## config.mk

```make
export PLATFORM = sky130hd
export DESIGN_NAME = inverter_torque_command_framer
export DESIGN_NICKNAME = d
export VERILOG_FILES = /design/src/itcf_pkg.sv /design/src/itcf_ctrl.sv /design/src/itcf_datapath.sv /design/src/inverter_torque_command_framer.sv
export SDC_FILE = /design/constraint.sdc
export NUM_CORES = 2
export LEC_CHECK = 0
export BUFFER_PORTS_ARGS = -buffer_cell sky130_fd_sc_hd__buf_4
export CAP_MARGIN = 20
export CORE_UTILIZATION = 55
export DETAILED_ROUTE_END_ITERATION = 10
export GPL_TIMING_DRIVEN = 1
export HOLD_SLACK_MARGIN = 0.03
export PLACE_DENSITY = 0.74
export SLEW_MARGIN = 20
export SYNTH_ARGS = -nofsm -noshare
export SYNTH_HDL_FRONTEND = slang
export SYNTH_SLANG_ARGS = --single-unit
```

## constraint.sdc

```tcl
create_clock -name i_clk -period 8.9 [get_ports i_clk]
set_clock_uncertainty 0.1 [all_clocks]
set_input_delay 1.335 -clock i_clk [delete_from_list [all_inputs] [get_ports i_clk]]
set_output_delay 1.335 -clock i_clk [all_outputs]
set_load 0.02 [all_outputs]
```

## src/itcf_pkg.sv

```systemverilog
// Shared types, constants and the check byte function for the torque command framer.
`timescale 1ns / 1ps
`default_nettype none

package itcf_pkg;

    localparam int THROTTLE_W = 11;
    localparam int SPEED_W    = 15;
    localparam int CFG_W      = 15;
    localparam int CFG_IDX_W  = 2;
    localparam int MAG_W      = 16;
    localparam int NUM_W      = 32;
    localparam int SEQ_W      = 3;
    localparam int DIV_CNT_W  = 4;
    localparam int IN_DATA_W  = 32;
    localparam int OUT_DATA_W = 32;

    // configuration register indexes
    localparam logic [CFG_IDX_W-1:0] REG_MAX_TORQUE  = 2'd0;
    localparam logic [CFG_IDX_W-1:0] REG_TAPER_UPPER = 2'd1;
    localparam logic [CFG_IDX_W-1:0] REG_TAPER_LOWER = 2'd2;
    localparam logic [CFG_IDX_W-1:0] REG_OVERSPEED   = 2'd3;

    localparam logic [MAG_W-1:0] TORQUE_OFFSET  = 16'd32128;
    localparam logic [CFG_W-1:0] THROTTLE_SCALE = 15'd1000;

    // divide by the throttle scale as a reciprocal multiply; exact for every
    // scale product up to 1024 * 32767
    localparam int SCALE_PROD_W = 26;
    localparam int RECIP_W      = 26;
    localparam int SCALE_SHIFT  = 35;
    localparam logic [RECIP_W-1:0] SCALE_RECIP =
        RECIP_W'(((64'd1 << SCALE_SHIFT) + 64'(THROTTLE_SCALE) - 64'd1) / 64'(THROTTLE_SCALE));

    localparam logic [7:0] CMD_ENABLE  = 8'h80;
    localparam logic [7:0] CMD_DISABLE = 8'h40;
    localparam logic [7:0] CMD_FORWARD = 8'h20;
    localparam logic [7:0] CMD_REVERSE = 8'h10;
    localparam logic [7:0] CHK_MASK_A  = 8'hA0;
    localparam logic [7:0] CHK_MASK_B  = 8'h60;
    localparam logic [7:0] CHK_SEED    = 8'h7F;

    localparam logic [7:0] CHECK_TABLE [16] = '{
        8'hAA, 8'h7F, 8'hFE, 8'h29, 8'h52, 8'hA4, 8'h9D, 8'hEF,
        8'h0B, 8'h16, 8'h2C, 8'h58, 8'hB0, 8'h60, 8'hC0, 8'h01
    };

    // commands from the controller to the datapath
    typedef struct packed {
        logic load;       // capture the request and advance the sequence
        logic mul_scale;  // throttle magnitude times max torque
        logic take_recip; // latch the scaled product over 1000 as torque magnitude
        logic mul_taper;  // torque magnitude times distance into the taper
        logic div_start;  // load the divider with the taper span
        logic take_quot;  // latch the quotient as torque magnitude
        logic finish;     // build the result into the output register
    } t_dp_cmd;

    // status from the datapath to the controller
    typedef struct packed {
        logic div_last;   // divider is on its final step
        logic taper_mul;  // regen request inside the taper band
        logic out_free;   // output register can take a result this cycle
    } t_dp_status;

    function automatic logic [7:0] check_byte(input logic [7:0] cmd, input logic [15:0] word);
        logic [15:0] t;
        logic [7:0]  acc;
        t   = word;
        acc = CHK_SEED;
        if ((cmd & CHK_MASK_A) == CHK_MASK_A || (cmd & CHK_MASK_B) == CHK_MASK_B) begin
            t = t + 16'd1;
        end
        if (t[1:0] == 2'b11) begin
            t = t + 16'd4;
        end
        for (int i = 0; i < 16; i++) begin
            if (t[i]) begin
                acc = acc ^ CHECK_TABLE[i];
            end
        end
        return acc;
    endfunction

endpackage

`default_nettype wire

```

## src/itcf_ctrl.sv

```systemverilog
// Sequencing state machine for the torque command framer.
`timescale 1ns / 1ps
`default_nettype none

module itcf_ctrl (
    input  wire                 i_clk,
    input  wire                 i_rst_n,
    input  wire                 i_s_axis_tvalid,
    output logic                o_s_axis_tready,
    input  itcf_pkg::t_dp_status i_status,
    output itcf_pkg::t_dp_cmd    o_cmd
);
    import itcf_pkg::*;

    typedef enum logic [3:0] {
        ST_IDLE,
        ST_MUL1,
        ST_RECIP,
        ST_CHK,
        ST_MUL2,
        ST_DIV2_GO,
        ST_DIV2_RUN,
        ST_TAKE2,
        ST_FIN
    } t_state;

    t_state r_state;
    logic   r_ready;

    always_ff @(posedge i_clk) begin
        if (!i_rst_n) begin
            r_state <= ST_IDLE;
            r_ready <= 1'b0;
        end else begin
            r_ready <= 1'b0;
            case (r_state)
                ST_IDLE: begin
                    r_ready <= 1'b1;
                    if (i_s_axis_tvalid && r_ready) begin
                        r_state <= ST_MUL1;
                        r_ready <= 1'b0;
                    end
                end
                ST_MUL1:     r_state <= ST_RECIP;
                ST_RECIP:    r_state <= ST_CHK;
                ST_CHK:      r_state <= i_status.taper_mul ? ST_MUL2 : ST_FIN;
                ST_MUL2:     r_state <= ST_DIV2_GO;
                ST_DIV2_GO:  r_state <= ST_DIV2_RUN;
                ST_DIV2_RUN: if (i_status.div_last) r_state <= ST_TAKE2;
                ST_TAKE2:    r_state <= ST_FIN;
                ST_FIN: begin
                    // hold until the output register drains
                    if (i_status.out_free) begin
                        r_state <= ST_IDLE;
                        r_ready <= 1'b1;
                    end
                end
                default:     r_state <= ST_IDLE;
            endcase
        end
    end

    assign o_s_axis_tready = r_ready;

    always_comb begin
        o_cmd            = '0;
        o_cmd.load       = (r_state == ST_IDLE) && r_ready && i_s_axis_tvalid;
        o_cmd.mul_scale  = (r_state == ST_MUL1);
        o_cmd.take_recip = (r_state == ST_RECIP);
        o_cmd.mul_taper  = (r_state == ST_MUL2);
        o_cmd.div_start  = (r_state == ST_DIV2_GO);
        o_cmd.take_quot  = (r_state == ST_TAKE2);
        o_cmd.finish     = (r_state == ST_FIN) && i_status.out_free;
    end

endmodule

`default_nettype wire

```

## src/itcf_datapath.sv

```systemverilog
// Configuration registers, multipliers, divider and output register of the framer.
`timescale 1ns / 1ps
`default_nettype none

module itcf_datapath (
    input  wire                                  i_clk,
    input  wire                                  i_rst_n,
    input  wire                                  i_cfg_we,
    input  wire  [itcf_pkg::CFG_IDX_W-1:0]       i_cfg_index,
    input  wire  [itcf_pkg::CFG_W-1:0]           i_cfg_data,
    input  wire  [itcf_pkg::THROTTLE_W-1:0]      i_throttle,
    input  wire  [itcf_pkg::SPEED_W-1:0]         i_motor_speed,
    input  wire                                  i_drive_enabled,
    input  wire                                  i_forward_gear,
    input  itcf_pkg::t_dp_cmd                    i_cmd,
    output itcf_pkg::t_dp_status                 o_status,
    input  wire                                  i_m_tready,
    output logic                                 o_m_tvalid,
    output logic [7:0]                           o_command_byte,
    output logic [itcf_pkg::MAG_W-1:0]           o_torque_word,
    output logic [7:0]                           o_check_byte
);
    import itcf_pkg::*;

    logic [CFG_W-1:0]      r_max_torque;
    logic [CFG_W-1:0]      r_taper_upper;
    logic [CFG_W-1:0]      r_taper_lower;
    logic [CFG_W-1:0]      r_overspeed;

    logic [SEQ_W-1:0]      r_seq;
    logic [7:0]            r_cmd_byte;
    logic                  r_thr_neg;
    logic [THROTTLE_W-1:0] r_thr_mag;
    logic [SPEED_W-1:0]    r_speed;
    logic [MAG_W-1:0]      r_mag;
    logic [NUM_W-1:0]      r_num;

    logic [NUM_W-1:0]      r_div_q;
    logic [CFG_W-1:0]      r_div_rem;
    logic [CFG_W-1:0]      r_div_d;
    logic [DIV_CNT_W-1:0]  r_div_cnt;
    logic                  r_div_busy;

    logic                  r_out_valid;
    logic [7:0]            r_out_cmd;
    logic [MAG_W-1:0]      r_out_word;
    logic [7:0]            r_out_check;

    logic [SEQ_W-1:0]      n_seq;
    logic [THROTTLE_W-1:0] w_thr_mag;
    logic [25:0]           w_prod_scale;
    logic [SCALE_PROD_W+RECIP_W-1:0] w_prod_recip;
    logic [30:0]           w_prod_taper;
    logic [SPEED_W-1:0]    w_into;
    logic [CFG_W-1:0]      w_span;
    logic                  w_neg;
    logic                  w_below_upper;
    logic                  w_below_lower;
    logic                  w_taper_zero;
    logic                  w_overspeed;
    logic [MAG_W-1:0]      w_fin_mag;
    logic [MAG_W-1:0]      w_word;
    logic [CFG_W:0]        w_rem_a;
    logic [CFG_W:0]        w_rem_a2;
    logic [CFG_W:0]        w_rem_b;
    logic [CFG_W:0]        w_rem_b2;
    logic                  w_bit_a;
    logic                  w_bit_b;

    // configuration writes
    always_ff @(posedge i_clk) begin
        if (!i_rst_n) begin
            r_max_torque  <= '0;
            r_taper_upper <= '0;
            r_taper_lower <= '0;
            r_overspeed   <= '0;
        end else if (i_cfg_we) begin
            case (i_cfg_index)
                REG_MAX_TORQUE:  r_max_torque  <= i_cfg_data;
                REG_TAPER_UPPER: r_taper_upper <= i_cfg_data;
                REG_TAPER_LOWER: r_taper_lower <= i_cfg_data;
                REG_OVERSPEED:   r_overspeed   <= i_cfg_data;
                default: ;
            endcase
        end
    end

    assign n_seq        = r_seq + SEQ_W'(1);
    assign w_thr_mag    = i_throttle[THROTTLE_W-1] ? (~i_throttle + THROTTLE_W'(1)) : i_throttle;
    assign w_prod_scale = 26'(r_thr_mag) * 26'(r_max_torque);
    assign w_prod_recip = (SCALE_PROD_W+RECIP_W)'(r_num[SCALE_PROD_W-1:0])
                        * (SCALE_PROD_W+RECIP_W)'(SCALE_RECIP);
    assign w_into       = r_speed - r_taper_lower;
    assign w_span       = r_taper_upper - r_taper_lower;
    assign w_prod_taper = 31'(r_mag) * 31'(w_into);

    assign w_neg         = r_thr_neg && (r_mag != '0);
    assign w_below_upper = r_speed < r_taper_upper;
    assign w_below_lower = r_speed < r_taper_lower;
    assign w_taper_zero  = w_neg && w_below_upper && w_below_lower;
    assign w_overspeed   = r_speed > r_overspeed;

    // radix-4 restoring divide step
    always_comb begin
        w_rem_a  = {r_div_rem, r_div_q[NUM_W-1]};
        w_bit_a  = w_rem_a >= {1'b0, r_div_d};
        w_rem_a2 = w_bit_a ? (w_rem_a - {1'b0, r_div_d}) : w_rem_a;
        w_rem_b  = {w_rem_a2[CFG_W-1:0], r_div_q[NUM_W-2]};
        w_bit_b  = w_rem_b >= {1'b0, r_div_d};
        w_rem_b2 = w_bit_b ? (w_rem_b - {1'b0, r_div_d}) : w_rem_b;
    end

    always_ff @(posedge i_clk) begin
        if (!i_rst_n) begin
            r_div_busy <= 1'b0;
            r_div_cnt  <= '0;
        end else if (i_cmd.div_start) begin
            r_div_busy <= 1'b1;
            r_div_cnt  <= '0;
        end else if (r_div_busy) begin
            r_div_cnt <= r_div_cnt + DIV_CNT_W'(1);
            if (r_div_cnt == '1) begin
                r_div_busy <= 1'b0;
            end
        end
    end

    always_ff @(posedge i_clk) begin
        if (i_cmd.div_start) begin
            r_div_q   <= r_num;
            r_div_rem <= '0;
            r_div_d   <= w_span;
        end else if (r_div_busy) begin
            r_div_q   <= {r_div_q[NUM_W-3:0], w_bit_a, w_bit_b};
            r_div_rem <= w_rem_b2[CFG_W-1:0];
        end
    end

    // request capture and torque path
    always_ff @(posedge i_clk) begin
        if (!i_rst_n) begin
            r_seq <= '0;
        end else if (i_cmd.load) begin
            r_seq <= n_seq;
        end
    end

    always_ff @(posedge i_clk) begin
        if (i_cmd.load) begin
            r_cmd_byte <= (i_drive_enabled ? CMD_ENABLE : CMD_DISABLE)
                        | (i_forward_gear ? CMD_FORWARD : CMD_REVERSE)
                        | {5'd0, n_seq};
            r_thr_neg  <= i_throttle[THROTTLE_W-1];
            r_thr_mag  <= w_thr_mag;
            r_speed    <= i_motor_speed;
        end
        if (i_cmd.mul_scale) begin
            r_num <= NUM_W'(w_prod_scale);
        end else if (i_cmd.mul_taper) begin
            r_num <= NUM_W'(w_prod_taper);
        end
        if (i_cmd.take_recip) begin
            r_mag <= w_prod_recip[SCALE_SHIFT +: MAG_W];
        end else if (i_cmd.take_quot) begin
            r_mag <= r_div_q[MAG_W-1:0];
        end
    end

    always_comb begin
        w_fin_mag = w_taper_zero ? '0 : r_mag;
        if (w_overspeed) begin
            w_fin_mag = w_fin_mag >> 1;
        end
        w_word = r_thr_neg ? (TORQUE_OFFSET - w_fin_mag) : (TORQUE_OFFSET + w_fin_mag);
    end

    // output register
    always_ff @(posedge i_clk) begin
        if (!i_rst_n) begin
            r_out_valid <= 1'b0;
        end else if (i_cmd.finish) begin
            r_out_valid <= 1'b1;
        end else if (i_m_tready) begin
            r_out_valid <= 1'b0;
        end
    end

    always_ff @(posedge i_clk) begin
        if (i_cmd.finish) begin
            r_out_cmd   <= r_cmd_byte;
            r_out_word  <= w_word;
            r_out_check <= check_byte(r_cmd_byte, w_word);
        end
    end

    assign o_status.div_last  = r_div_busy && (r_div_cnt == '1);
    assign o_status.taper_mul = w_neg && w_below_upper && !w_below_lower;
    assign o_status.out_free  = !r_out_valid || i_m_tready;

    assign o_m_tvalid     = r_out_valid;
    assign o_command_byte = r_out_cmd;
    assign o_torque_word  = r_out_word;
    assign o_check_byte   = r_out_check;

`ifndef SYNTHESIS
    a_div_no_restart: assert property (@(posedge i_clk) disable iff (!i_rst_n)
        r_div_busy |-> !i_cmd.div_start)
        else $error("divider restarted while busy");

    a_finish_sets_valid: assert property (@(posedge i_clk) disable iff (!i_rst_n)
        i_cmd.finish |=> r_out_valid)
        else $error("result not registered after finish");

    a_finish_no_overwrite: assert property (@(posedge i_clk) disable iff (!i_rst_n)
        i_cmd.finish |-> (!r_out_valid || i_m_tready))
        else $error("pending result overwritten");

    a_seq_advance: assert property (@(posedge i_clk) disable iff (!i_rst_n)
        i_cmd.load |=> (r_seq == $past(r_seq) + SEQ_W'(1)))
        else $error("sequence did not advance by one");
`endif

endmodule

`default_nettype wire

```

## src/inverter_torque_command_framer.sv

```systemverilog
// Top level of the inverter torque command framer.
`timescale 1ns / 1ps
`default_nettype none

// Takes one throttle/speed request and returns one command frame: command
// byte, torque word (torque plus 32128) and check byte. A request passes
// through the scale product, a reciprocal multiply for the divide by 1000,
// the taper check and the final assembly to a registered result. A regen
// request inside the taper band adds a second product and the radix-4
// divider, which runs 16 steps for the taper ratio. The next request is
// accepted the cycle after the result is registered, so no request is
// taken while one is in progress. A result waits in the output register
// while the next request is accepted and computed; if it is still waiting
// when the next one is done, the framer holds in its last step.
// Configuration writes take effect at once and must be made while no
// request is in flight.
module inverter_torque_command_framer (
    input  wire                                   i_clk,
    input  wire                                   i_rst_n,
    input  wire                                   i_cfg_we,
    input  wire  [itcf_pkg::CFG_IDX_W-1:0]        i_cfg_index,
    input  wire  [itcf_pkg::CFG_W-1:0]            i_cfg_data,
    input  wire                                   i_s_axis_tvalid,
    output logic                                  o_s_axis_tready,
    // throttle[10:0], motor_speed[25:11], drive_enabled[26], forward_gear[27], zero[31:28]
    input  wire  [itcf_pkg::IN_DATA_W-1:0]        i_s_axis_tdata,
    output logic                                  o_m_axis_tvalid,
    input  wire                                   i_m_axis_tready,
    // command_byte[7:0], torque_word[23:8], check_byte[31:24]
    output logic [itcf_pkg::OUT_DATA_W-1:0]       o_m_axis_tdata
);
    import itcf_pkg::*;

    t_dp_cmd    w_cmd;
    t_dp_status w_status;
    logic [7:0]       w_command_byte;
    logic [MAG_W-1:0] w_torque_word;
    logic [7:0]       w_check_byte;

    itcf_ctrl u_ctrl (
        .i_clk           (i_clk),
        .i_rst_n         (i_rst_n),
        .i_s_axis_tvalid (i_s_axis_tvalid),
        .o_s_axis_tready (o_s_axis_tready),
        .i_status        (w_status),
        .o_cmd           (w_cmd)
    );

    itcf_datapath u_datapath (
        .i_clk           (i_clk),
        .i_rst_n         (i_rst_n),
        .i_cfg_we        (i_cfg_we),
        .i_cfg_index     (i_cfg_index),
        .i_cfg_data      (i_cfg_data),
        .i_throttle      (i_s_axis_tdata[10:0]),
        .i_motor_speed   (i_s_axis_tdata[25:11]),
        .i_drive_enabled (i_s_axis_tdata[26]),
        .i_forward_gear  (i_s_axis_tdata[27]),
        .i_cmd           (w_cmd),
        .o_status        (w_status),
        .i_m_tready      (i_m_axis_tready),
        .o_m_tvalid      (o_m_axis_tvalid),
        .o_command_byte  (w_command_byte),
        .o_torque_word   (w_torque_word),
        .o_check_byte    (w_check_byte)
    );

    assign o_m_axis_tdata = {w_check_byte, w_torque_word, w_command_byte};

endmodule

`default_nettype wire

```

After elaboration in Yosys (flattened, before gate mapping)
Index checks and enable logic that the tools add are counted.
W data, S select, Z words.
{"block": "word_totals", "out_inout_bits": 34, "word_cells": 169, "register_bits": 250, "input_bits": 54}
{"block": "op_classes", "bitwise": 19, "reduce_logical": 26, "n_addsub": 11, "muxes": 62, "eq_ne": 18, "magnitude_cmp": 5, "multipliers": 3}
{"operator": "$mux W8", "count": 23}
{"operator": "$mux W16", "count": 9}
{"operator": "$sub A15 B15 Y15", "count": 4}
{"operator": "$mux W26", "count": 2}
{"operator": "$mul A26 B26 Y51 const B", "count": 1}
{"operator": "$pmux W4 S9", "count": 1}
{"operator": "$ge A16 B15 Y1", "count": 2}
{"operator": "$mux W32", "count": 1}
{"operator": "$mul A16 B15 Y31", "count": 1}
{"operator": "$mux W31", "count": 1}
{"operator": "$lt A15 B15 Y1", "count": 2}
{"operator": "$mux W15", "count": 2}
{"operator": "$mux W7", "count": 4}
{"operator": "$mul A11 B15 Y26", "count": 1}
{"operator": "$not A3 Y3", "count": 8}
{"operator": "$not A7 Y7", "count": 3}
{"operator": "$mux W4", "count": 5}
{"operator": "$mux W6", "count": 3}
{"operator": "$add A15 B16 Y16 const A", "count": 1}
{"operator": "$add A16 B1 Y16 const B", "count": 1}
{"operator": "$add A16 B3 Y16 const B", "count": 1}
{"operator": "$eq A4 B3 Y1 const B", "count": 4}
{"operator": "$reduce_bool A16 Y1", "count": 1}
{"operator": "$sub A15 B16 Y16 const A", "count": 1}
{"operator": "other kinds (29)", "count": 62}

Longest topological paths before layout
{"block": "depth", "ltp_word": 60, "depth_mapped": 40, "ltp_nobuf": 39}

Cells and area by module
A second synthesis with hierarchy kept.
{"block": "hier_totals", "hier_cells": 4121, "area_unflattened_um2": 38431.9}
{"mod": "itcf_datapath", "seq_area_each_um2": 6406.1, "n_inst": 1, "cells_each": 4083, "area_each_um2": 38140.3}
{"mod": "itcf_ctrl", "seq_area_each_um2": 100.1, "n_inst": 1, "cells_each": 38, "area_each_um2": 291.5}

Worst setup path after synthesis
Ideal clock, no wire load.
{"block": "synth_timing", "path_type": "reg-to-reg", "start": "reg u_datapath.r_speed[0]", "end": "reg u_datapath.r_num[29]", "n_path_buf": 1, "synth_period_minus_slack_ns": 8.443, "path_slack_ns": 0.457, "arrival_time_ns": 8.225, "required_ns": 8.683, "setup_ns": 0.117, "stages_incl_launch_ff": 38, "cell_sequence": "edfxtp_1 inv_1 ha_1 fa_1 nor2b_1 o21ai_0 a21boi_0 o21ai_0 a21boi_0 o21ai_0 a21boi_0 o21ai_0 a21boi_0 o21a_1 o21ai_0 nand2b_1 a21oi_1 xnor2_1 [2 not listed] fa_1 fa_1 inv_1 fa_1 fa_1 fa_1 inv_1 fa_1 inv_1 ha_1 a21oi_1 o21ai_0 o211ai_1 a21boi_0 o31ai_1 a2111oi_0 or3_1 a32o_1"}
{"block": "synth_between", "elab_chain_cells": 2}
{"element": "from (decl)", "line_no": "itcf_datapath.sv:34", "rtl": "logic [SPEED_W-1:0] r_speed;"}
{"element": "from (signal assigned)", "line_no": "itcf_datapath.sv:155", "rtl": "r_speed <= i_motor_speed;"}
{"element": "$sub A15 B15 Y15", "line_no": "itcf_datapath.sv:93", "rtl": "assign w_into = r_speed - r_taper_lower;"}
{"element": "$mul A16 B15 Y31", "line_no": "itcf_datapath.sv:95", "rtl": "assign w_prod_taper = 31'(r_mag) * 31'(w_into);"}
{"element": "to (signal assigned)", "line_no": "itcf_datapath.sv:158", "rtl": "r_num <= NUM_W'(w_prod_scale);"}
{"element": "to (signal assigned)", "line_no": "itcf_datapath.sv:160", "rtl": "r_num <= NUM_W'(w_prod_taper);"}
{"element": "to (decl)", "line_no": "itcf_datapath.sv:36", "rtl": "logic [NUM_W-1:0] r_num;"}
No other way between the ends.
A chain may end at the register's enable or synchronous reset.

Worst setup path after layout
Ends and elaborated chain as after synthesis.

==> results.toml <==
[clock_tree]
clk_pin_slew_ns = 0.06
clk_latency_ns = 0.59
cts_tree = "built"
htreeDepth = 1
cts_root_buf = "clkbuf_16"
clock_sinks = 248
cts_buffer_depth = 3
cts_buffers = 29

[logic_synthesis]
synth_simple_gate_area_share_pct = 13.0
synth-compound-area-share_pct = 9.49
synthMuxAreaShare_pct = 1.21
synth_xor_area_share_pct = 3.91
synthesis.nets = 5238
async_reset_ff_share_pct = 0
ys_ff_latch = 248
synthCells = 4135
synth_enable_flop_cells = 154
yosysUniqueCellTypes = 102
synth_fa_ha_area_share_pct = 44.7
syn_avg_cell_area_sq_um = 9.19
synth_top_family_by_area = "adder cells"
yosys_warnings = 0
synth_area_sq_um = 38000
ys_seq_area_share_pct = 17.1
ys.flop_type = "edfxtp_1"

[global_route]
antenna_found_initial = 1
grt_max_degree = 70
gr-total-overflow = 0
grt_pass1_wl_um = 150000
grt_pass1_vias = 28700
grt_util_all_layers_pct = 27.1

[setup_path]
arrival_ns = 8.86
critPathLaunchType = "register"
rrSetupSlack_ns = 0.42
crit_family = "adder cells"
crit_top_cell = "fa_1"
crit-reg2reg-capture = "u_datapath.r_num[29]"
rr_worst_depth = 36
r2r_start = "u_datapath.r_speed[0]"
setup.worst_path.end_class = "register"
slowest_delay_ns = 0.51
cp_max_fo = 13
required_ns = 9.28
crit_type = "register to register"
critPathBufInv = 5
critPathSlowestCell = "fa_1"

[floorplanning]
fp.dieArea_sq_um = 70200
die_w_um = 265
initial_core_util_pct = 55.5
core_area_sq_um = 68500
row_count = 96
ioPinCount = 88
dieHeight_um = 265

[drt]
vias_per_cell = 5.50
antenna_left = 0
drc = 0
first_iter_violations = 1837
first_pass_iters = 5
vias = 28000
wl_per_cell_um = 18.2
wl_um = 92700

[placed_design]
placed_cell_area_sq_um = 39700
dp_hpwl_um = 75100
routabilityCongestion = 0.917
io_buffers = 82
numPlacedInstances = 5037

[sta]
period_needed_ns = 8.48
hold_violations = 0
slew_viol_final = 0
finalSetupViolations = 0
worst_pin_slew_ns = 1.03
hold_slack_ns = 0.325
max_freq_ghz = 0.118
maxSlewHeadroom_pct = 31.4
fin_crit_sh_pct = 95.2

[run_status]
status = "complete, no violations"

[layout]
num-fill-cells = 5881
utilization_pct = 59.4
areaGrowthSynthToFinish_pct = 7.04
final_cells = 5092
seqCellArea_sq_um = 6510
nets = 5290
finalInstanceArea_sq_um = 40700
drive_gt1_share_pct = 6.63
multi_input_area_sq_um = 27600

[flow_run]
cap_violations = 0

[worst_hold_path]
whs_endpoint = "u_datapath.o_command_byte[2]"
hold_start = "u_datapath.r_cmd_byte[2]"
min_path_type = "register to register"
hold_path_depth = 0
-- through the flow --
step                      setup slack [ns]  TNS (ns)
after floorplan                      0.457         0
after global placement               0.109         0
after detailed placement            -0.108    -0.108
after CTS                           0.0359         0
after global routing               -0.0468   -0.0468
final                                0.423         0
-- cell usage after synthesis, types with 42 or more instances --
cell type / instances / share of area (%)
a21boi_0: 91 / 1.8
a21oi_1: 113 / 1.5
and2_1: 172 / 2.8
clkbuf_1: 122 / 1.2
dfxtp_1: 94 / 5.0
edfxtp_1: 154 / 12
fa_1: 515 / 27
ha_1: 534 / 18
inv_1: 913 / 9.0
nand2_1: 530 / 5.2
nor2_1: 139 / 1.4
nor2b_1: 42 / 0.69
o21ai_0: 139 / 1.8
xnor2_1: 99 / 2.3
xor2_1: 47 / 1.1
-- cells in the final DEF (no fill, tap or decap), types with 47 or more instances in the layout --
| cell type | instances |
|---|---|
| buf_4 | 156 |
| nor2_1 | 137 |
| dfxtp_1 | 94 |
| and2_1 | 172 |
| a21oi_1 | 112 |
| inv_1 | 912 |
| ha_1 | 534 |
| nand2_1 | 530 |
| o21ai_0 | 135 |
| edfxtp_1 | 154 |
| xnor2_1 | 99 |
| fa_1 | 515 |
| xor2_1 | 47 |
| a21boi_0 | 86 |
-- cell families (layout without fill, tap and decap cells) --
logic type               count (synthesis)  in the layout
multiplexers                            43             43
flip-flops                             248            248
adder cells (fa/ha/maj)               1049           1049
other                                    1              2
buffers and inverters                 1051           1125
AO/OA/AOI/OAI                          534            534
XOR/XNOR                               156            156
AND/OR/NAND/NOR                       1053           1053
-- per-layer routing --
| layer | share of wire [%] | track usage [%] |
|---|---|---|
| met5 | 0 | 0 |
| met4 | 3.2 | 8.42 |
| met3 | 7.1 | 4.46 |
| met2 | 47 | 45.1 |
| met1 | 42 | 36.1 |
-- layout make-up --
type / instances / share of cell area (%)
flip-flops and latches: 248 / 16.0
clock inverters: 18 / 0.345
repair buffers: 156 / 2.88
inverters: 916 / 8.45
clock buffers: 35 / 1.84
diodes: 1 / 0.00615
well taps: 882 / 2.71
multi-input cells: 2836 / 67.8
-- sequential cells by signal (all words and copies together) (netlist names), 7 cells and up --
signal                     count
u_datapath.r_div_q            32
u_datapath.r_div_d            15
u_datapath.r_mag              16
u_datapath.r_taper_upper      15
u_datapath.r_cmd_byte          7
u_datapath.o_check_byte        8
u_datapath.o_torque_word      16
u_datapath.r_max_torque       15
u_datapath.r_thr_mag          11
u_datapath.o_command_byte      7
u_datapath.r_div_rem          15
u_datapath.r_num              31
u_datapath.r_speed            15
u_datapath.r_overspeed        15
u_datapath.r_taper_lower      15
-- worst max path at each step --
stage | from | to | slack (ns) | cells after the start
2_1_floorplan | u_datapath.r_speed[0] | u_datapath.r_num[29] | 0.46 | 37
3_3_place_gp | u_datapath.r_speed[0] | u_datapath.r_num[29] | 0.11 | 38
3_5_place_dp | u_datapath.r_speed[0] | u_datapath.r_num[29] | -0.11 | 38
4_1_cts | u_datapath.r_speed[0] | u_datapath.r_num[29] | 0.04 | 38
5_1_grt | u_datapath.r_taper_lower[1] | u_datapath.r_num[29] | -0.05 | 36
6_report | u_datapath.r_speed[0] | u_datapath.r_num[29] | 0.42 | 36
-- what timing repair did --
item | in CTS | in global routing
hold buffers | 0 | 0
pin swaps | 0 | 6
resized for setup | 3 | 15
cloned | 0 | 0
endpoints found under the setup margin | 3 | 10
buffers inserted | 0 | 1
-- worst register-to-register path: cells and delay by family, from the launching register on --
kind            cells  cell delay, ns
xor+xnor            1            0.14
fa+ha+maj           9            3.70
compound gates     16            2.54
buf+inv             5            0.50
flops               1            0.35
simple gates        5            1.05
Power is left out: the tool's default activity adds up to more than one toggle a clock period on the data nets, which glitch-free logic cannot reach.
